## config.mk

```make
export PLATFORM = sky130hd
export DESIGN_NAME = http_request_line_parser
export DESIGN_NICKNAME = d
export VERILOG_FILES = /design/src/hrlp_pkg.sv /design/src/hrlp_front.sv /design/src/hrlp_cmd_fifo.sv /design/src/hrlp_back.sv /design/src/http_request_line_parser.sv
export VERILOG_INCLUDE_DIRS = /design/src /design/src/src
export SDC_FILE = /design/constraint.sdc
export NUM_CORES = 1
export LEC_CHECK = 0
export BUFFER_PORTS_ARGS = -buffer_cell sky130_fd_sc_hd__buf_2
export CORE_UTILIZATION = 30
export CTS_CLUSTER_DIAMETER = 150
export DETAILED_ROUTE_END_ITERATION = 6
export SYNTH_ARGS = -nofsm -noshare
export SYNTH_HDL_FRONTEND = slang
export SYNTH_SLANG_ARGS = --single-unit
export TNS_END_PERCENT = 10
```

## constraint.sdc

```tcl
create_clock -name clk -period 4.54 [get_ports clk]
set_clock_uncertainty 0.2 [all_clocks]
set_input_delay 0.454 -clock clk [delete_from_list [all_inputs] [get_ports clk]]
set_output_delay 0.454 -clock clk [all_outputs]
set_load 0.02 [all_outputs]
```

## src/assert_macros.svh

```systemverilog
// Assertion macros shared by the request line parser modules.
// Expects clk and arst_n in the scope of the module that uses them.
`ifndef ASSERT_MACROS_SVH
`define ASSERT_MACROS_SVH

// Property must hold at every clock edge outside reset.
`define HRLP_ASSERT(lbl, prop, msg) \
	lbl: assert property (@(posedge clk) disable iff (!arst_n) (prop)) else $error(msg);

// Condition must never be true outside reset.
`define HRLP_NEVER(lbl, cond, msg) \
	lbl: assert property (@(posedge clk) disable iff (!arst_n) !(cond)) else $error(msg);

`endif

```

## src/hrlp_pkg.sv

```systemverilog
// Shared constants, types and character helpers of the request line parser.
// No dependencies; used by every module of the block.
package hrlp_pkg;

	localparam int METHOD_LIMIT = 8;
	localparam int PATH_BUFFER  = 1024;
	localparam int INDEX_LEN    = 10;

	localparam int READ_LIMIT = METHOD_LIMIT + PATH_BUFFER + INDEX_LEN + 10;
	localparam int LOC_MAX    = PATH_BUFFER - INDEX_LEN - 1;
	localparam int CNT_W      = $clog2(READ_LIMIT + 1);
	localparam int IDX_W      = $clog2(INDEX_LEN + 1);

	localparam int CMDQ_DEPTH = 4;
	localparam int CMDQ_AW    = $clog2(CMDQ_DEPTH);

	localparam logic [7:0] CH_NUL   = 8'h00;
	localparam logic [7:0] CH_TAB   = 8'h09;
	localparam logic [7:0] CH_CR    = 8'h0d;
	localparam logic [7:0] CH_SPACE = 8'h20;
	localparam logic [7:0] CH_PCT   = 8'h25;
	localparam logic [7:0] CH_DOT   = 8'h2e;
	localparam logic [7:0] CH_SLASH = 8'h2f;
	localparam logic [7:0] CH_QMARK = 8'h3f;

	localparam logic [2:0] ST_OK        = 3'd0;
	localparam logic [2:0] ST_MISSING   = 3'd1;
	localparam logic [2:0] ST_BAD_METH  = 3'd2;
	localparam logic [2:0] ST_ESC_ROOT  = 3'd3;
	localparam logic [2:0] ST_TOO_LONG  = 3'd4;

	localparam logic [1:0] DD_NONE  = 2'd0;
	localparam logic [1:0] DD_SLASH = 2'd1;
	localparam logic [1:0] DD_DOT   = 2'd2;

	localparam logic [1:0] ESC_IDLE  = 2'd0;
	localparam logic [1:0] ESC_FIRST = 2'd1;
	localparam logic [1:0] ESC_SECND = 2'd2;
	localparam logic [1:0] ESC_BAD   = 2'd3;

	localparam logic [1:0] ALIVE_GET  = 2'b01;
	localparam logic [1:0] ALIVE_HEAD = 2'b10;
	localparam logic [1:0] ALIVE_BOTH = 2'b11;

	typedef enum logic [5:0] {
		PH_SKIP0  = 6'b000001,
		PH_METHOD = 6'b000010,
		PH_SKIP1  = 6'b000100,
		PH_LOC    = 6'b001000,
		PH_DONE   = 6'b010000,
		PH_STOP   = 6'b100000
	} phase_t;

	typedef struct packed {
		logic       ok;
		logic [3:0] val;
	} hex_t;

	// One front-end request: optional path byte, optional index append,
	// optional final status, emitted by the back end in that order.
	typedef struct packed {
		logic       byte_v;
		logic [7:0] byte_val;
		logic       index_v;
		logic       status_v;
		logic [2:0] status;
	} cmd_t;

	function automatic hex_t hex_decode(input logic [7:0] b);
		hex_t h;
		h.ok  = 1'b1;
		h.val = 4'd0;
		if (b >= 8'h30 && b <= 8'h39) begin
			h.val = 4'(b - 8'h30);
		end else if (b >= 8'h61 && b <= 8'h66) begin
			h.val = 4'(b - 8'h57);
		end else if (b >= 8'h41 && b <= 8'h46) begin
			h.val = 4'(b - 8'h37);
		end else begin
			h.ok = 1'b0;
		end
		return h;
	endfunction

	function automatic logic [7:0] get_char(input logic [1:0] i);
		logic [7:0] c;
		case (i)
			2'd0: c = 8'h47;
			2'd1: c = 8'h45;
			2'd2: c = 8'h54;
			default: c = CH_NUL;
		endcase
		return c;
	endfunction

	function automatic logic [7:0] head_char(input logic [1:0] i);
		logic [7:0] c;
		case (i)
			2'd0: c = 8'h48;
			2'd1: c = 8'h45;
			2'd2: c = 8'h41;
			default: c = 8'h44;
		endcase
		return c;
	endfunction

	function automatic logic [7:0] index_char(input logic [IDX_W-1:0] i);
		logic [7:0] c;
		case (i)
			IDX_W'(0): c = 8'h69;
			IDX_W'(1): c = 8'h6e;
			IDX_W'(2): c = 8'h64;
			IDX_W'(3): c = 8'h65;
			IDX_W'(4): c = 8'h78;
			IDX_W'(5): c = 8'h2e;
			IDX_W'(6): c = 8'h68;
			IDX_W'(7): c = 8'h74;
			IDX_W'(8): c = 8'h6d;
			IDX_W'(9): c = 8'h6c;
			default: c = CH_NUL;
		endcase
		return c;
	endfunction

endpackage

```

## src/hrlp_front.sv

```systemverilog
// Front end: takes one request byte per cycle while the queue is not full, runs the request
// line parser and issues at most one request per byte into the command queue. Uses hrlp_pkg.
`include "assert_macros.svh"

module hrlp_front (
	input  logic             clk,
	input  logic             arst_n,
	input  logic             push,
	input  logic             full,
	input  logic [7:0]       req_byte,
	input  logic             end_of_data,
	output logic             cmd_push,
	output hrlp_pkg::cmd_t   cmd
);

	hrlp_pkg::phase_t            phase_q, ph_n;
	logic [2:0]                  mp_q, mp_n;
	logic [1:0]                  alive_q, al_n;
	logic [hrlp_pkg::CNT_W-1:0]  tl_q, tl_n;
	logic [hrlp_pkg::CNT_W-1:0]  bs_q, bs_n;
	logic [1:0]                  dd_q, dd_n;
	logic                        ree_q, ree_n;
	logic                        iq_q, iq_n;
	logic [1:0]                  esc_q, esc_n;
	logic [7:0]                  hex_q, hex_n;
	logic [7:0]                  lpb_q, lpb_n;
	logic                        pn_q, pn_n;
	logic [2:0]                  err_q, err_n;

	logic                        take;
	logic                        ws, stop, meth_step, loc_step, fin, dec_v, meth_ok;
	logic [7:0]                  dec_val, hex_t2;
	logic [1:0]                  alive_new;
	hrlp_pkg::hex_t              hx;

	assign take = push && !full;

	always_comb begin
		ph_n  = phase_q;
		mp_n  = mp_q;
		al_n  = alive_q;
		tl_n  = tl_q;
		bs_n  = bs_q;
		dd_n  = dd_q;
		ree_n = ree_q;
		iq_n  = iq_q;
		esc_n = esc_q;
		hex_n = hex_q;
		lpb_n = lpb_q;
		pn_n  = pn_q;
		err_n = err_q;
		meth_step = 1'b0;
		loc_step  = 1'b0;
		fin       = 1'b0;
		dec_v     = 1'b0;
		dec_val   = req_byte;
		alive_new = 2'b00;
		hex_t2    = hex_q;
		ws   = (req_byte == hrlp_pkg::CH_SPACE) ||
		       (req_byte >= hrlp_pkg::CH_TAB && req_byte <= hrlp_pkg::CH_CR);
		stop = (bs_q >= hrlp_pkg::CNT_W'(hrlp_pkg::READ_LIMIT)) ||
		       (req_byte == hrlp_pkg::CH_NUL);
		hx   = hrlp_pkg::hex_decode(req_byte);
		meth_ok = (alive_q[0] && mp_q == 3'd3) || (alive_q[1] && mp_q == 3'd4);

		unique case (phase_q)
			hrlp_pkg::PH_SKIP0: begin
				if (stop) begin
					ph_n = hrlp_pkg::PH_STOP;
				end else begin
					bs_n = bs_q + 1'b1;
					if (!ws) begin
						ph_n = hrlp_pkg::PH_METHOD;
						meth_step = 1'b1;
					end
				end
			end
			hrlp_pkg::PH_METHOD: begin
				if (stop) begin
					ph_n = hrlp_pkg::PH_STOP;
				end else begin
					bs_n = bs_q + 1'b1;
					if (ws) begin
						if (tl_q > hrlp_pkg::CNT_W'(hrlp_pkg::METHOD_LIMIT - 1)) begin
							if (err_q == hrlp_pkg::ST_OK) err_n = hrlp_pkg::ST_TOO_LONG;
						end else if (!meth_ok) begin
							if (err_q == hrlp_pkg::ST_OK) err_n = hrlp_pkg::ST_BAD_METH;
						end
						ph_n = hrlp_pkg::PH_SKIP1;
						tl_n = '0;
					end else begin
						meth_step = 1'b1;
					end
				end
			end
			hrlp_pkg::PH_SKIP1: begin
				if (stop) begin
					ph_n = hrlp_pkg::PH_STOP;
				end else begin
					bs_n = bs_q + 1'b1;
					if (!ws) begin
						ph_n = hrlp_pkg::PH_LOC;
						loc_step = 1'b1;
					end
				end
			end
			hrlp_pkg::PH_LOC: begin
				if (stop) begin
					fin  = 1'b1;
					ph_n = hrlp_pkg::PH_DONE;
				end else begin
					bs_n = bs_q + 1'b1;
					if (ws) begin
						fin  = 1'b1;
						ph_n = hrlp_pkg::PH_DONE;
					end else begin
						loc_step = 1'b1;
					end
				end
			end
			default: begin
			end
		endcase

		if (meth_step) begin
			if (tl_q != '1) tl_n = tl_q + 1'b1;
			if (alive_q[0] && mp_q < 3'd3 && req_byte == hrlp_pkg::get_char(mp_q[1:0]))
				alive_new = alive_new | hrlp_pkg::ALIVE_GET;
			if (alive_q[1] && mp_q < 3'd4 && req_byte == hrlp_pkg::head_char(mp_q[1:0]))
				alive_new = alive_new | hrlp_pkg::ALIVE_HEAD;
			al_n = alive_new;
			if (mp_q != 3'd7) mp_n = mp_q + 1'b1;
		end

		if (loc_step) begin
			if (tl_q >= hrlp_pkg::CNT_W'(hrlp_pkg::LOC_MAX)) begin
				if (err_q == hrlp_pkg::ST_OK) err_n = hrlp_pkg::ST_TOO_LONG;
				ph_n = hrlp_pkg::PH_DONE;
			end else begin
				tl_n = tl_q + 1'b1;
				if (req_byte == hrlp_pkg::CH_SLASH) begin
					dd_n = hrlp_pkg::DD_SLASH;
				end else if (req_byte == hrlp_pkg::CH_DOT && dd_q == hrlp_pkg::DD_SLASH) begin
					dd_n = hrlp_pkg::DD_DOT;
				end else if (req_byte == hrlp_pkg::CH_DOT && dd_q == hrlp_pkg::DD_DOT) begin
					ree_n = 1'b1;
					dd_n  = hrlp_pkg::DD_NONE;
				end else begin
					dd_n = hrlp_pkg::DD_NONE;
				end
				if (!iq_q) begin
					if (esc_q == hrlp_pkg::ESC_IDLE) begin
						if (req_byte == hrlp_pkg::CH_QMARK) begin
							iq_n = 1'b1;
						end else if (req_byte == hrlp_pkg::CH_PCT) begin
							esc_n = hrlp_pkg::ESC_FIRST;
							hex_n = 8'd0;
						end else begin
							dec_v   = 1'b1;
							dec_val = req_byte;
						end
					end else if (req_byte == hrlp_pkg::CH_QMARK) begin
						dec_v   = 1'b1;
						dec_val = hex_q;
						esc_n   = hrlp_pkg::ESC_IDLE;
						iq_n    = 1'b1;
					end else if (esc_q == hrlp_pkg::ESC_FIRST) begin
						if (hx.ok) begin
							hex_n = {4'd0, hx.val};
							esc_n = hrlp_pkg::ESC_SECND;
						end else begin
							esc_n = hrlp_pkg::ESC_BAD;
						end
					end else begin
						if (esc_q == hrlp_pkg::ESC_SECND && hx.ok) hex_t2 = {hex_q[3:0], hx.val};
						hex_n   = hex_t2;
						dec_v   = 1'b1;
						dec_val = hex_t2;
						esc_n   = hrlp_pkg::ESC_IDLE;
					end
				end
			end
		end

		if (end_of_data) begin
			if (ph_n == hrlp_pkg::PH_LOC) begin
				fin  = 1'b1;
				ph_n = hrlp_pkg::PH_DONE;
			end else if (ph_n == hrlp_pkg::PH_SKIP0 || ph_n == hrlp_pkg::PH_METHOD ||
			             ph_n == hrlp_pkg::PH_SKIP1) begin
				ph_n = hrlp_pkg::PH_STOP;
			end
		end

		// pending escape is flushed when the token ends
		if (fin && !iq_n && esc_n != hrlp_pkg::ESC_IDLE) begin
			dec_v   = 1'b1;
			dec_val = hex_n;
			esc_n   = hrlp_pkg::ESC_IDLE;
		end

		cmd.byte_v   = 1'b0;
		cmd.byte_val = dec_val;
		if (dec_v) begin
			if (!pn_q) pn_n = 1'b1;
			else cmd.byte_v = (err_q == hrlp_pkg::ST_OK);
			lpb_n = dec_val;
		end

		cmd.index_v  = fin && err_n == hrlp_pkg::ST_OK && pn_n && lpb_n == hrlp_pkg::CH_SLASH;
		cmd.status_v = end_of_data;
		if (ph_n != hrlp_pkg::PH_DONE) cmd.status = hrlp_pkg::ST_MISSING;
		else if (err_n != hrlp_pkg::ST_OK) cmd.status = err_n;
		else if (ree_n) cmd.status = hrlp_pkg::ST_ESC_ROOT;
		else cmd.status = hrlp_pkg::ST_OK;
	end

	assign cmd_push = take && (cmd.byte_v || cmd.index_v || cmd.status_v);

	always_ff @(posedge clk or negedge arst_n) begin
		if (!arst_n) begin
			phase_q <= hrlp_pkg::PH_SKIP0;
			mp_q    <= 3'd0;
			alive_q <= hrlp_pkg::ALIVE_BOTH;
			tl_q    <= '0;
			bs_q    <= '0;
			dd_q    <= hrlp_pkg::DD_NONE;
			ree_q   <= 1'b0;
			iq_q    <= 1'b0;
			esc_q   <= hrlp_pkg::ESC_IDLE;
			hex_q   <= 8'd0;
			lpb_q   <= 8'd0;
			pn_q    <= 1'b0;
			err_q   <= hrlp_pkg::ST_OK;
		end else if (take) begin
			if (end_of_data) begin
				phase_q <= hrlp_pkg::PH_SKIP0;
				mp_q    <= 3'd0;
				alive_q <= hrlp_pkg::ALIVE_BOTH;
				tl_q    <= '0;
				bs_q    <= '0;
				dd_q    <= hrlp_pkg::DD_NONE;
				ree_q   <= 1'b0;
				iq_q    <= 1'b0;
				esc_q   <= hrlp_pkg::ESC_IDLE;
				hex_q   <= 8'd0;
				lpb_q   <= 8'd0;
				pn_q    <= 1'b0;
				err_q   <= hrlp_pkg::ST_OK;
			end else begin
				phase_q <= ph_n;
				mp_q    <= mp_n;
				alive_q <= al_n;
				tl_q    <= tl_n;
				bs_q    <= bs_n;
				dd_q    <= dd_n;
				ree_q   <= ree_n;
				iq_q    <= iq_n;
				esc_q   <= esc_n;
				hex_q   <= hex_n;
				lpb_q   <= lpb_n;
				pn_q    <= pn_n;
				err_q   <= err_n;
			end
		end
	end

	`HRLP_ASSERT(a_eod_restarts, take && end_of_data |=> phase_q == hrlp_pkg::PH_SKIP0 && !pn_q, "request end did not restart parser")
	`HRLP_NEVER(a_path_after_done, take && cmd.byte_v && phase_q != hrlp_pkg::PH_LOC, "path byte outside location token")

endmodule

```

## src/hrlp_cmd_fifo.sv

```systemverilog
// Short request queue between parser front end and output back end.
// Register array with count; depth from hrlp_pkg.
`include "assert_macros.svh"

module hrlp_cmd_fifo (
	input  logic             clk,
	input  logic             arst_n,
	input  logic             wr_en,
	input  hrlp_pkg::cmd_t   wr_data,
	input  logic             rd_en,
	output hrlp_pkg::cmd_t   rd_data,
	output logic             full,
	output logic             nonempty
);

	hrlp_pkg::cmd_t                 mem_q [hrlp_pkg::CMDQ_DEPTH];
	logic [hrlp_pkg::CMDQ_AW-1:0]   wp_q, rp_q;
	logic [hrlp_pkg::CMDQ_AW:0]     cnt_q;

	assign full     = (cnt_q == (hrlp_pkg::CMDQ_AW+1)'(hrlp_pkg::CMDQ_DEPTH));
	assign nonempty = (cnt_q != '0);
	assign rd_data  = mem_q[rp_q];

	always_ff @(posedge clk) begin
		if (wr_en) mem_q[wp_q] <= wr_data;
	end

	always_ff @(posedge clk or negedge arst_n) begin
		if (!arst_n) begin
			wp_q  <= '0;
			rp_q  <= '0;
			cnt_q <= '0;
		end else begin
			if (wr_en) wp_q <= wp_q + 1'b1;
			if (rd_en) rp_q <= rp_q + 1'b1;
			if (wr_en && !rd_en) cnt_q <= cnt_q + 1'b1;
			else if (rd_en && !wr_en) cnt_q <= cnt_q - 1'b1;
		end
	end

	`HRLP_NEVER(a_push_when_full, wr_en && full, "request queue overflow")
	`HRLP_NEVER(a_pop_when_empty, rd_en && !nonempty, "request queue underflow")

endmodule

```

## src/hrlp_back.sv

```systemverilog
// Back end: expands queued requests into result items (path byte, index
// name bytes, status) and holds them in the output register. Uses hrlp_pkg.
`include "assert_macros.svh"

module hrlp_back (
	input  logic             clk,
	input  logic             arst_n,
	input  logic             cmd_valid,
	input  hrlp_pkg::cmd_t   cmd,
	output logic             cmd_pop,
	output logic             empty,
	input  logic             pop,
	output logic             out_kind,
	output logic [7:0]       out_byte,
	output logic [2:0]       status_code,
	output logic             run_last
);

	logic                        out_v_q;
	logic                        kind_q, last_q;
	logic [7:0]                  byte_q;
	logic [2:0]                  st_q;
	logic                        byte_done_q;
	logic [hrlp_pkg::IDX_W-1:0]  idx_q;

	logic                        load, cmd_end;
	logic                        n_kind, n_last;
	logic [7:0]                  n_byte;
	logic [2:0]                  n_st;
	logic                        sel_byte, sel_idx;

	assign load = cmd_valid && (!out_v_q || pop);

	always_comb begin
		sel_byte = cmd.byte_v && !byte_done_q;
		sel_idx  = !sel_byte && cmd.index_v && idx_q < hrlp_pkg::IDX_W'(hrlp_pkg::INDEX_LEN);
		n_kind   = 1'b0;
		n_last   = 1'b0;
		n_st     = hrlp_pkg::ST_OK;
		n_byte   = 8'd0;
		cmd_end  = 1'b0;
		if (sel_byte) begin
			n_byte  = cmd.byte_val;
			cmd_end = !cmd.index_v && !cmd.status_v;
		end else if (sel_idx) begin
			n_byte  = hrlp_pkg::index_char(idx_q);
			cmd_end = (idx_q == hrlp_pkg::IDX_W'(hrlp_pkg::INDEX_LEN - 1)) && !cmd.status_v;
		end else begin
			n_kind  = 1'b1;
			n_last  = 1'b1;
			n_st    = cmd.status;
			cmd_end = 1'b1;
		end
	end

	assign cmd_pop = load && cmd_end;

	always_ff @(posedge clk or negedge arst_n) begin
		if (!arst_n) begin
			out_v_q     <= 1'b0;
			byte_done_q <= 1'b0;
			idx_q       <= '0;
		end else begin
			if (load) out_v_q <= 1'b1;
			else if (pop) out_v_q <= 1'b0;
			if (load) begin
				if (cmd_end) begin
					byte_done_q <= 1'b0;
					idx_q       <= '0;
				end else if (sel_byte) begin
					byte_done_q <= 1'b1;
				end else begin
					idx_q <= idx_q + 1'b1;
				end
			end
		end
	end

	always_ff @(posedge clk) begin
		if (load) begin
			kind_q <= n_kind;
			last_q <= n_last;
			byte_q <= n_byte;
			st_q   <= n_st;
		end
	end

	assign empty       = !out_v_q;
	assign out_kind    = kind_q;
	assign out_byte    = byte_q;
	assign status_code = st_q;
	assign run_last    = last_q;

	`HRLP_NEVER(a_idx_range, idx_q > hrlp_pkg::IDX_W'(hrlp_pkg::INDEX_LEN), "index append overrun")
	`HRLP_ASSERT(a_progress_clears, cmd_pop |=> idx_q == '0 && !byte_done_q, "stale expansion progress")

endmodule

```

## src/http_request_line_parser.sv

```systemverilog
// HTTP request line parser with percent decoding: top level.
// Path: each result is registered in the request queue and then in the output register.
// Throughput: one request byte per cycle while full is low; a byte that ends the path with '/'
// expands to up to 12 results at one per cycle while they are popped, buffered by a 4-entry queue.
// Reset: arst_n clears parser state, queue and output register at once.
// Depends on hrlp_pkg, hrlp_front, hrlp_cmd_fifo and hrlp_back.
module http_request_line_parser (
	input  logic        clk,
	input  logic        arst_n,
	input  logic        push,
	output logic        full,
	input  logic [7:0]  req_byte,
	input  logic        end_of_data,
	output logic        empty,
	input  logic        pop,
	output logic        out_kind,
	output logic [7:0]  out_byte,
	output logic [2:0]  status_code,
	output logic        run_last
);

	hrlp_pkg::cmd_t  fr_cmd, q_cmd;
	logic            fr_push, q_pop, q_nonempty;

	hrlp_front u_front (
		.clk         (clk),
		.arst_n      (arst_n),
		.push        (push),
		.full        (full),
		.req_byte    (req_byte),
		.end_of_data (end_of_data),
		.cmd_push    (fr_push),
		.cmd         (fr_cmd)
	);

	hrlp_cmd_fifo u_fifo (
		.clk      (clk),
		.arst_n   (arst_n),
		.wr_en    (fr_push),
		.wr_data  (fr_cmd),
		.rd_en    (q_pop),
		.rd_data  (q_cmd),
		.full     (full),
		.nonempty (q_nonempty)
	);

	hrlp_back u_back (
		.clk         (clk),
		.arst_n      (arst_n),
		.cmd_valid   (q_nonempty),
		.cmd         (q_cmd),
		.cmd_pop     (q_pop),
		.empty       (empty),
		.pop         (pop),
		.out_kind    (out_kind),
		.out_byte    (out_byte),
		.status_code (status_code),
		.run_last    (run_last)
	);

endmodule

```

Word-level counts from Yosys, hierarchy flattened:

Memory sizes are Yosys's and may differ from the RTL's.
Index checks and enable logic that the tools add are counted.

* add/subtract/negate cells: 11
* eq/ne operators: 32
* reduce and logical (&&, ||, !) cells: 71
* order comparisons: 14
* muxes and demuxes: 141

Operators with widths (number)
* 8-bit two-way mux: 24
* 11-bit two-way mux: 11
* 6-bit two-way mux: 14
* 3-bit two-way mux: 18
* 8-bit by 6-bit equality test with 1-bit output, second input constant: 6
* 1-bit two-way mux: 47
* 2-bit two-way mux: 19
* 1-bit logical AND: 29
* 6-bit case mux with 4 select lines: 1
* 11-bit by 1-bit adder with 11-bit output, second input constant: 2
* 7-bit case mux with 3 select lines: 1
* 4-bit two-way mux: 5
* 8-bit equality test: 2
* 8-bit by 7-bit greater-or-equal comparator with 1-bit output, second input constant: 2
* 8-bit by 7-bit <= comparator with 1-bit output, second input constant: 2
* 2-bit nonzero test: 8
* 6-bit by 1-bit equality test with 1-bit output, second input constant: 2
* 6-bit by 2-bit equality test with 1-bit output, second input constant: 2
* 6-bit by 3-bit equality test with 1-bit output, second input constant: 2
* 6-bit by 4-bit equality test with 1-bit output, second input constant: 2
* 4-bit case mux with 3 select lines: 1
* 11-bit by 10-bit greater-or-equal comparator with 1-bit output, second input constant: 1
* 11-bit greater-or-equal comparator, second input constant: 1
* 11-bit by 3-bit > comparator with 1-bit output, second input constant: 1
* 33 further kinds: 66

* bits in read-only memories: 112
* output and inout bits: 15
* register bits after elaboration: 84
* logic and storage cells: 293
* memories: 2
* RAM bits: 56

Memory list
* (name not given): words 16, bits a word 7, read ports 1, clocked after memory_dff 0, wr ports 0, line hrlp_pkg.sv:109 `case (i)`
* u_fifo.mem_q: words 4, bits a word 14, read ports 1, clocked after memory_dff 0, wr ports 1, line hrlp_cmd_fifo.sv:16 `hrlp_pkg::cmd_t mem_q [hrlp_pkg::CMDQ_DEPTH];`

Longest topological paths before layout:

Gate-level depths: netlist (run 1).

* depth in word-level cells: 25
* mapped depth: 21
* mapped depth without buffers: 17

Modules after synthesis:

Synthesis (run 1) repeated with hierarchy kept, for this count alone.

* cells, all modules: 809
* area, all modules: 8393.0 µm²

Modules (own cells, without submodules)
* hrlp_front: area each 5004.8 µm², cells each 623, instances 1
* hrlp_cmd_fifo: area each 2447.3 µm², cells each 107, instances 1
* hrlp_back: area each 940.9 µm², cells each 79, instances 1

Worst setup path after synthesis (run 1):

OpenSTA, ideal clock, no wires.

* path kind: input port to flip-flop
* start point: input req_byte[0]
* end point: register u_fifo.cnt_q[2] (netlist name)
* path buffers: 2
* stages: 19
* arrival time: 4511 ps
* path slack: -250 ps
* cell sequence: clkbuf_1 inv_1 ha_1 nor3b_1 o21ai_1 and4_1 buf_2 o21a_1 nor4_2 a41oi_1 o41ai_2 o22ai_1 a211oi_4 ha_1 inv_1 fa_1 xor2_1 nor2_1 xor2_1

* cells in the longest elaborated chain, start to end: 24
* elaborated cells on any way between the ends: 112

RTL lines
* from (decl): line http_request_line_parser.sv:12 `input logic [7:0] req_byte,`
* 8-bit by 7-bit greater-or-equal comparator with 1-bit output / 8-bit by 7-bit <= comparator with 1-bit output (equally long branches): line hrlp_pkg.sv:77 `end else if (b >= 8'h41 && b <= 8'h46) begin`
* 1-bit logical AND: line hrlp_pkg.sv:77
* 1-bit two-way mux: line hrlp_pkg.sv:77
* 1-bit two-way mux: line hrlp_pkg.sv:75 `end else if (b >= 8'h61 && b <= 8'h66) begin`
* 1-bit two-way mux: line hrlp_pkg.sv:73 `if (b >= 8'h30 && b <= 8'h39) begin`
* 1-bit two-way mux: line hrlp_front.sv:168 `if (hx.ok) begin`
* 2-bit two-way mux: line hrlp_front.sv:167 `end else if (esc_q == hrlp_pkg::ESC_FIRST) begin`
* 2-bit two-way mux: line hrlp_front.sv:162 `end else if (req_byte == hrlp_pkg::CH_QMARK) begin`
* (+8 left out)
* 8-bit by 6-bit equality test with 1-bit output / 1-bit logical AND (equally long branches): line hrlp_front.sv:210 `cmd.index_v = fin && err_n == hrlp_pkg::ST_OK && pn_n && lpb_n == hrlp_pkg::CH_SLASH;`
* 1-bit logical AND: line hrlp_front.sv:210
* 1-bit logical OR (*) (2 in a row): line hrlp_front.sv:218 `assign cmd_push = take && (cmd.byte_v || cmd.index_v || cmd.status_v);`
* 1-bit logical AND (*): line hrlp_front.sv:218
* via fr_push: line http_request_line_parser.sv:23 `logic fr_push, q_pop, q_nonempty;`
* 1-bit zero test: line hrlp_cmd_fifo.sv:37 `else if (rd_en && !wr_en) cnt_q <= cnt_q - 1'b1;`
* 1-bit logical AND: line hrlp_cmd_fifo.sv:37
* 2-bit nonzero test (no source line)
* to (signal assigned): line hrlp_cmd_fifo.sv:36 `if (wr_en && !rd_en) cnt_q <= cnt_q + 1'b1;`
* to (signal assigned): line hrlp_cmd_fifo.sv:37
* to (decl): line hrlp_cmd_fifo.sv:18 `logic [hrlp_pkg::CMDQ_AW:0] cnt_q;`

The timed path passes the listed nets; every way through them passes the cells marked *.
A chain may end at the register's enable or synchronous reset.

Final worst setup path (run 1):

* start point: register u_front.tl_q[0] (netlist name)
* end point: register u_fifo.cnt_q[2] (netlist name)

* cells in the longest elaborated chain, start to end: 18
* elaborated cells on any way between the ends: 46

RTL lines
* from (decl): line hrlp_front.sv:19 `logic [hrlp_pkg::CNT_W-1:0] tl_q, tl_n;`
* from (signal assigned): line hrlp_front.sv:254 `tl_q <= tl_n;`
* 11-bit by 10-bit greater-or-equal comparator with 1-bit output / 11-bit by 3-bit > comparator with 1-bit output (equally long branches): line hrlp_front.sv:136, hrlp_front.sv:84
* 6-bit two-way mux / 3-bit two-way mux (equally long branches): line hrlp_front.sv:136, hrlp_front.sv:84
* 6-bit two-way mux / 3-bit two-way mux (equally long branches): line hrlp_front.sv:135, hrlp_front.sv:83
* 6-bit by 4-bit equality test with 1-bit output / 3-bit two-way mux (equally long branches): line hrlp_front.sv:186, hrlp_front.sv:79
* 1-bit two-way mux / 3-bit two-way mux (equally long branches): line hrlp_front.sv:186, hrlp_front.sv:66
* 1-bit two-way mux / 3-bit two-way mux (equally long branches): line hrlp_front.sv:185, hrlp_front.sv:137
* 1-bit logical AND / 3-bit two-way mux (equally long branches): line hrlp_front.sv:196, hrlp_front.sv:136
* 1-bit logical AND / 3-bit two-way mux (equally long branches): line hrlp_front.sv:196, hrlp_front.sv:135
* (+2 left out)
* 8-bit by 6-bit equality test with 1-bit output / 1-bit logical AND (equally long branches): line hrlp_front.sv:210
* 1-bit logical AND: line hrlp_front.sv:210
* 1-bit logical OR (*) (2 in a row): line hrlp_front.sv:218
* 1-bit logical AND (*): line hrlp_front.sv:218
* via fr_push: line http_request_line_parser.sv:23
* 1-bit zero test: line hrlp_cmd_fifo.sv:37
* 1-bit logical AND: line hrlp_cmd_fifo.sv:37
* 2-bit nonzero test (no source line)

Marks and branches as above.

==> results of run 1 <==
-- worst reg2reg max path: stages (launching register included) --
cell	delay [ns]
sky130_fd_sc_hd__dfrtp_1	0.37
sky130_fd_sc_hd__ha_1	0.21
sky130_fd_sc_hd__o31ai_2	0.26
sky130_fd_sc_hd__a211oi_2	0.18
sky130_fd_sc_hd__or2_1	0.25
sky130_fd_sc_hd__or4_4	0.53
sky130_fd_sc_hd__a22oi_2	0.26
sky130_fd_sc_hd__mux2i_1	0.13
sky130_fd_sc_hd__nor4_1	0.28
sky130_fd_sc_hd__mux2i_1	0.19
sky130_fd_sc_hd__a211oi_4	0.24
sky130_fd_sc_hd__ha_2	0.22
sky130_fd_sc_hd__inv_1	0.05
sky130_fd_sc_hd__fa_1	0.37
sky130_fd_sc_hd__xor2_1	0.16
sky130_fd_sc_hd__nor2_1	0.11
sky130_fd_sc_hd__xor2_1	0.16
-- flip-flops by register name (all words and copies together), names as in the netlist, 2 cells and up --
register / count
u_fifo.mem_q: 56
u_front.bs_q: 11
u_front.tl_q: 11
u_back.out_byte: 8
u_front.hex_q: 8
u_front.lpb_q: 8
u_front.phase_q: 6
u_back.idx_q: 4
u_back.status_code: 3
u_fifo.cnt_q: 3
u_front.err_q: 3
u_front.mp_q: 3
u_fifo.rp_q: 2
u_fifo.wp_q: 2
u_front.alive_q: 2
u_front.dd_q: 2
u_front.esc_q: 2
-- area by class of cell --
cell class / instances / area [sq um] / share of cell area, %
clock buffer: 24 / 483 / 4.83
clock inverter: 8 / 85.1 / 0.851
inverter: 31 / 116 / 1.16
multi-input combinational: 618 / 4230 / 42.3
sequential: 140 / 3850 / 38.5
tap: 372 / 465 / 4.65
timing repair buffer: 111 / 771 / 7.71
-- path summary, 6_finish.rpt --
path                                    start                 end  slack, ns  cells past startpoint
setup reg to reg              u_front.tl_q[0]     u_fifo.cnt_q[2]       0.26                     16
max in group asynchronous              arst_n     u_front.bs_q[3]       2.86                      3
setup / recovery              u_front.tl_q[0]     u_fifo.cnt_q[2]       0.26                     16
hold reg to reg            u_front.alive_q[0]  u_front.alive_q[0]       0.28                      2
min in group asynchronous              arst_n     u_back.idx_q[2]       0.35                      2
hold / removal                            pop      u_back.out_v_q       0.02                      2
-- metal layers --
metal,vias to the layer above,wire length (um),GRT usage [%]
li1,3303,-,-
met1,3353,10400,21.6
met5,-,0,0
met2,202,10100,24.9
met3,31,933,2.99
met4,0,379,4.98
-- what timing repair did --
item | in CTS | in global routing
endpoints found under the setup margin | 0 | 2
gates resized for setup | 0 | 11
hold buffers | 1 | 0
hold endpoints to repair | 34 | 0
-- cells by family (layout without fill, tap and decap cells) --
logic type | after synthesis | count (layout) | synth area share, %
simple gates | 307 | 307 | 19.0
compound gates | 238 | 238 | 19.6
fa+ha+maj | 25 | 25 | 3.85
buf+inv | 78 | 174 | 3.81
mux | 26 | 26 | 5.18
xor+xnor | 22 | 22 | 2.32
flops | 140 | 140 | 46.3
-- power breakdown --
| group | switching, W | internal [W] |
|---|---|---|
| clock network | 0.000535 | 0.000804 |
| logic | 0.000913 | 0.000659 |
| registers | 0.000161 | 0.00156 |
-- cells in the final DEF, fill, tap and decap left out, drive strengths merged, types with 24 or more instances in the layout --
cell	n
a21oi	41
buf	110
clkbuf	24
dfrtp	69
edfxtp	68
ha	24
inv	33
nand2	81
nand3	28
nor2	80
o21ai	65
-- stage by stage --
step / utilization (%) / hold WS, ns
finish: 36.9 / 0.0239
CTS: 36.7 / 0.0134
global placement: 34.6 / 0.270
global route: 36.9 / 0.0351
floorplan: - / -0.0416
detailed placement: 34.6 / 0.272
==> flow_summary.toml, run 1 <==
[die]
die_w_um = 168
design.core.area_sq_um = 27100
fp.dieArea_sq_um = 28400
rows = 60
die_height_um = 168
ioPinCount = 28
initial_core_util_pct = 30.7

[sta]
timing_worst_slew_pin_value_ns = 0.875
worst_slack_ns = 0.265
report.final.setup_viol = 0
slew_viol_final = 0
fin_tns_setup_ns = 0
max_slew_margin_pct = 41.1
rsz0062_at_grt = "no"
timing.final.hold_violations = 0
post-route-period-util_pct = 94.2
post-route-min-period_ns = 4.28
max_clock_freq_mhz = 234

[synthesis]
number_of_flops_mapped_to_enable_cells_by_yosys = 68
avgSynthCellArea_sq_um = 9.95
synthCells = 836
synth_cell_type_count = 87
synth-async-reset-ratio_pct = 51.4
netlist_area_sq_um = 8310
synth_flop_cell = "sky130_fd_sc_hd__dfrtp_1"
synth_common_cells = "sky130_fd_sc_hd__nand2_1 (81), sky130_fd_sc_hd__nor2_1 (79), sky130_fd_sc_hd__dfrtp_1 (69)"
synth.yosys.warnings = 0
synthesis.nets = 874
synth.top_cell.area_share_pct = 24.6
synth.yosys.seq_area_share_pct = 46.3
yosysTopAreaCell = "sky130_fd_sc_hd__edfxtp_1"
yosys_register_bits = 140
synthMostInstantiatedCell = "sky130_fd_sc_hd__nand2_1"
leading_post_synthesis_cells_by_cell_area = "sky130_fd_sc_hd__edfxtp_1 (25%), sky130_fd_sc_hd__dfrtp_1 (21%), sky130_fd_sc_hd__nand2_1 (3.7%)"

[critical_path]
critical-path-max-stage-delay_ns = 0.53
worstPathMaxFanout = 4
startpoint_type = "flip-flop"
cp_slowest_cell = "sky130_fd_sc_hd__or4_4"
worst-path-buf-inv = 1
crit_chain = "ha_1 -> o31ai_2 -> a211oi_2 -> or2_1 -> or4_4 -> a22oi_2 -> mux2i_1 -> nor4_1 -> mux2i_1 -> a211oi_4 -> ha_2 -> inv_1 -> fa_1 -> xor2_1 -> nor2_1 -> xor2_1"
cp_data_arrival_time_ns = 4.41
crit_required_ns = 4.68
crit_family = "simple AND/OR/NAND/NOR gates"
timing.critical_path.to_type = "flip-flop"
criticalPathCategory = "reg2reg"

[flow_run]
drv_cap = 0

[route]
drt_iter0_markers = 631
detail_route.wirelength_um = 21800
vias = 6889
count_of_unresolved_drc_violations_after_routing = 0
via_density_per_instance = 5.28
drt-pass1-iter-count = 5
antenna_left = 0
wl_per_cell_um = 16.7

[clock_tree]
cts.root.buffer_cell = "sky130_fd_sc_hd__clkbuf_16"
cts_sinks = 140
htree_num_levels = 4
cts_max_path_buffers = 2
clock_tree_from_tritoncts = "done"
worstSkewPairLatency_ns = 0.43
cts-buffers-inserted = 17
cts_setup_buffers = 0
clk_pin_slew_worst_paths_ns = 0.06

[grt]
first_global_vias = 6492
groute.usage.overall_pct = 15.7
number_of_antenna_violations_at_the_first_check_in_global_routing = 0
grt_remaining_overflow = 0
largest_net_degree_at_the_start_of_global_routing = 38
grt_first_pass_wirelength_um = 34900

[cells_and_area]
fin_nets = 957
syn_to_final_growth_pct = 20.3
insertedDiodeCount = 0
final_design_area_no_fill_sq_um = 10000
layout.filler_cells = 2671
post_route_non_filler_standard_cell_count = 1304
fraction_of_layout_instances_using_a_drive_strength_above_1_pct = 20.8

[place]
placed_area_sq_um = 9370
io_buffers = 27
hpwl_um = 15900
place_worst_setup_slack_ns = 0.00116
gp_routability_congestion = 0.917
place_inst = 1271

[outcome]
outcome = "finished, final reports clean"

[power_and_ir_drop]
peak_supply_drop_mv = 0.272
finalPower_w = 0.00463
pwr_density_cell_nw_per_um2 = 463
total_leakage_power_nw = 3.92

[min_path]
class_of_the_tightest_hold_or_removal_check = "in2reg"
(Power assumes the default switching activity.)
==> inputs of run 2 (changes only) <==
--- a/config.mk
+++ b/config.mk
@@ -11,3 +11,5 @@
 export CTS_CLUSTER_DIAMETER = 150
+export CTS_CLUSTER_SIZE = 24
 export DETAILED_ROUTE_END_ITERATION = 6
+export RECOVER_POWER = 100
 export SYNTH_ARGS = -nofsm -noshare
==> constraint.sdc (replaced) <==
create_clock -name clk -period 4.54 [get_ports clk]
set_clock_uncertainty 0.2 [all_clocks]
set_input_delay 0.681 -clock clk [delete_from_list [all_inputs] [get_ports clk]]
set_output_delay 0.681 -clock clk [all_outputs]
set_load 0.02 [all_outputs]
==> run 2 against run 1 <==
The flow now finishes with violations (capacitance limit, slew limit). Core utilization is 1.3 points higher. Power increased by 2.2%. Critical path depth stayed put. Routed wire length up 2.2%. Combinational power about the same. Hold slack gained 0.24 ns. Setup slack worse by 0.13 ns. Non-clock buffer count is 35 higher. Fmax shrank 3.0%. Final cell count up 2.7%. First-iteration DRC count grew 3.0%. Highest routed layer unchanged.
==> flow_summary.toml, run 2 (synthesis results as in run 1) <==
[die]
die_height_um = 168
die_w_um = 168
design.core.area_sq_um = 27100
ioPinCount = 28
fp.dieArea_sq_um = 28400
rows = 60
initial_core_util_pct = 30.7

[route]
vias = 6995
antenna_left = 0
wl_per_cell_um = 16.6
via_density_per_instance = 5.22
count_of_unresolved_drc_violations_after_routing = 0
detail_route.wirelength_um = 22200
drt-pass1-iter-count = 6
drt_iter0_markers = 650

[critical_path]
critical-path-max-stage-delay_ns = 0.53
crit_chain = "a311o_1 -> o41ai_2 -> buf_4 -> nand4_1 -> or4_4 -> a22oi_2 -> mux2i_2 -> nor4_2 -> mux2i_2 -> a211oi_4 -> ha_2 -> inv_2 -> fa_2 -> xor2_1 -> nor2_1 -> xor2_1"
timing.rr.start = "u_front.bs_q[9]"
cp_data_arrival_time_ns = 4.54
worstPathMaxFanout = 4
cp_slowest_cell = "sky130_fd_sc_hd__or4_4"
startpoint_type = "flip-flop"
crit_start = "u_front.bs_q[9]"
crit_required_ns = 4.68
timing.critical_path.to_type = "flip-flop"
crit_family = "compound AO/OA/AOI/OAI gates"
worst-path-buf-inv = 2
criticalPathCategory = "reg2reg"

[sta]
post-route-min-period_ns = 4.41
rsz0062_at_grt = "yes"
max_clock_freq_mhz = 227
slew_viol_final = 30
post-route-period-util_pct = 97.1
timing_worst_slew_pin_value_ns = 1.86
timing.final.hold_violations = 0
report.final.setup_viol = 0
max_slew_margin_pct = -24.0

[place]
placed_area_sq_um = 9710
hpwl_um = 16300
place_inst = 1305
gp_routability_congestion = 0.897
io_buffers = 27

[cells_and_area]
layout_commonest_cell = "sky130_fd_sc_hd__buf_4"
fin_nets = 992
syn_to_final_growth_pct = 24.5
final-seq-area_sq_um = 3850
fraction_of_layout_instances_using_a_drive_strength_above_1_pct = 23.2
largestRegisters = "u_fifo.mem_q (56), u_front.bs_q (11), u_front.tl_q (11)"
post_route_non_filler_standard_cell_count = 1339
final_design_area_no_fill_sq_um = 10400
mostFrequentLayoutCells = "sky130_fd_sc_hd__buf_4 (111), sky130_fd_sc_hd__nand2_1 (81), sky130_fd_sc_hd__nor2_1 (78)"
number_of_flip_flops_under_the_largest_register_name = 56
multiInputGateArea_sq_um = 4250
layout.filler_cells = 2674
insertedDiodeCount = 0
regMostFlops = "u_fifo.mem_q"

[clock_tree]
clk_pin_slew_worst_paths_ns = 0.06
htree_num_levels = 4
clock_tree_from_tritoncts = "done"
cts_sinks = 140
cts-buffers-inserted = 17
cts.root.buffer_cell = "sky130_fd_sc_hd__clkbuf_16"
cts_max_path_buffers = 2
cts.hold.buffers_added = 0
worstSkewPairLatency_ns = 0.43

[flow_run]
drv_cap = 1

[min_path]
class_of_the_tightest_hold_or_removal_check = "in2reg"
hold_path_startpoint = "pop"

[power_and_ir_drop]
peak_supply_drop_mv = 0.287
pwr_density_cell_nw_per_um2 = 457
total_leakage_power_nw = 4.08

[grt]
groute.usage.overall_pct = 16.1
number_of_antenna_violations_at_the_first_check_in_global_routing = 0
grt_first_pass_wirelength_um = 36200
largest_net_degree_at_the_start_of_global_routing = 45
grt_remaining_overflow = 0
first_global_vias = 6800

[outcome]
outcome = "complete, but fails checks"
failing_checks = "capacitance limit, slew limit"
==> run 2: cell type report <==
type | instances | share of cell area (%)
clock buffers | 17 | 4.11
clock inverters | 15 | 1.75
inverters | 31 | 1.12
multi-input cells | 618 | 41.1
flip-flops and latches | 140 | 37.2
well taps | 372 | 4.50
repair buffers | 146 | 10.3
==> run 2: per-stage QoR <==
| step | setup slack (ns) | power [W] | hold WS, ns | setup TNS, ns | util, % |
|---|---|---|---|---|---|
| after CTS | 0.000618 | 0.00478 | 0.0123 | 0 | 38.1 |
| after detailed placement | -0.228 | 0.00333 | 0.273 | -0.393 | 35.8 |
| after floorplan | 0.00588 | 0.00287 | 0.185 | 0 | - |
| final | 0.132 | 0.00473 | 0.262 | 0 | 38.2 |
| after global routing | -0.0233 | 0.00502 | 0.276 | -0.0233 | 38.2 |
| after global placement | -0.170 | 0.00330 | 0.270 | -0.262 | 35.8 |
==> run 2: power breakdown <==
part	leakage [nW]	total, W	internal, W	switching (W)
combinational	2.19	0.00155	0.000652	0.000900
clock	0.298	0.00144	0.000833	0.000605
sequential	1.58	0.00175	0.00156	0.000183
total	4.08	0.00473	0.00305	0.00169
==> run 2: routing by layer <==
metal	track usage (%)	routed length (um)	vias to the layer above
li1	-	-	3388
met1	22.1	10600	3378
met2	26.4	10400	203
met3	2.57	970	26
met4	4.43	278	0
met5	0	0	-
==> run 2: worst paths after layout <==
check	endpoint	slack, ns	cells past startpoint
max	u_fifo.cnt_q[2]	0.13	16
min	u_back.out_v_q	0.26	2
max reg2reg	u_fifo.cnt_q[2]	0.13	16
min reg2reg	u_front.alive_q[0]	0.28	2
max in group asynchronous	u_fifo.cnt_q[0]	1.57	2
min in group asynchronous	u_back.idx_q[0]	0.55	1
==> run 2: timing repair <==
item	CTS	global route
endpoints found under the hold margin	0	0
resized for setup	0	14
pin swaps	0	2
setup buffers	1	1
endpoints found under the setup margin	1	2
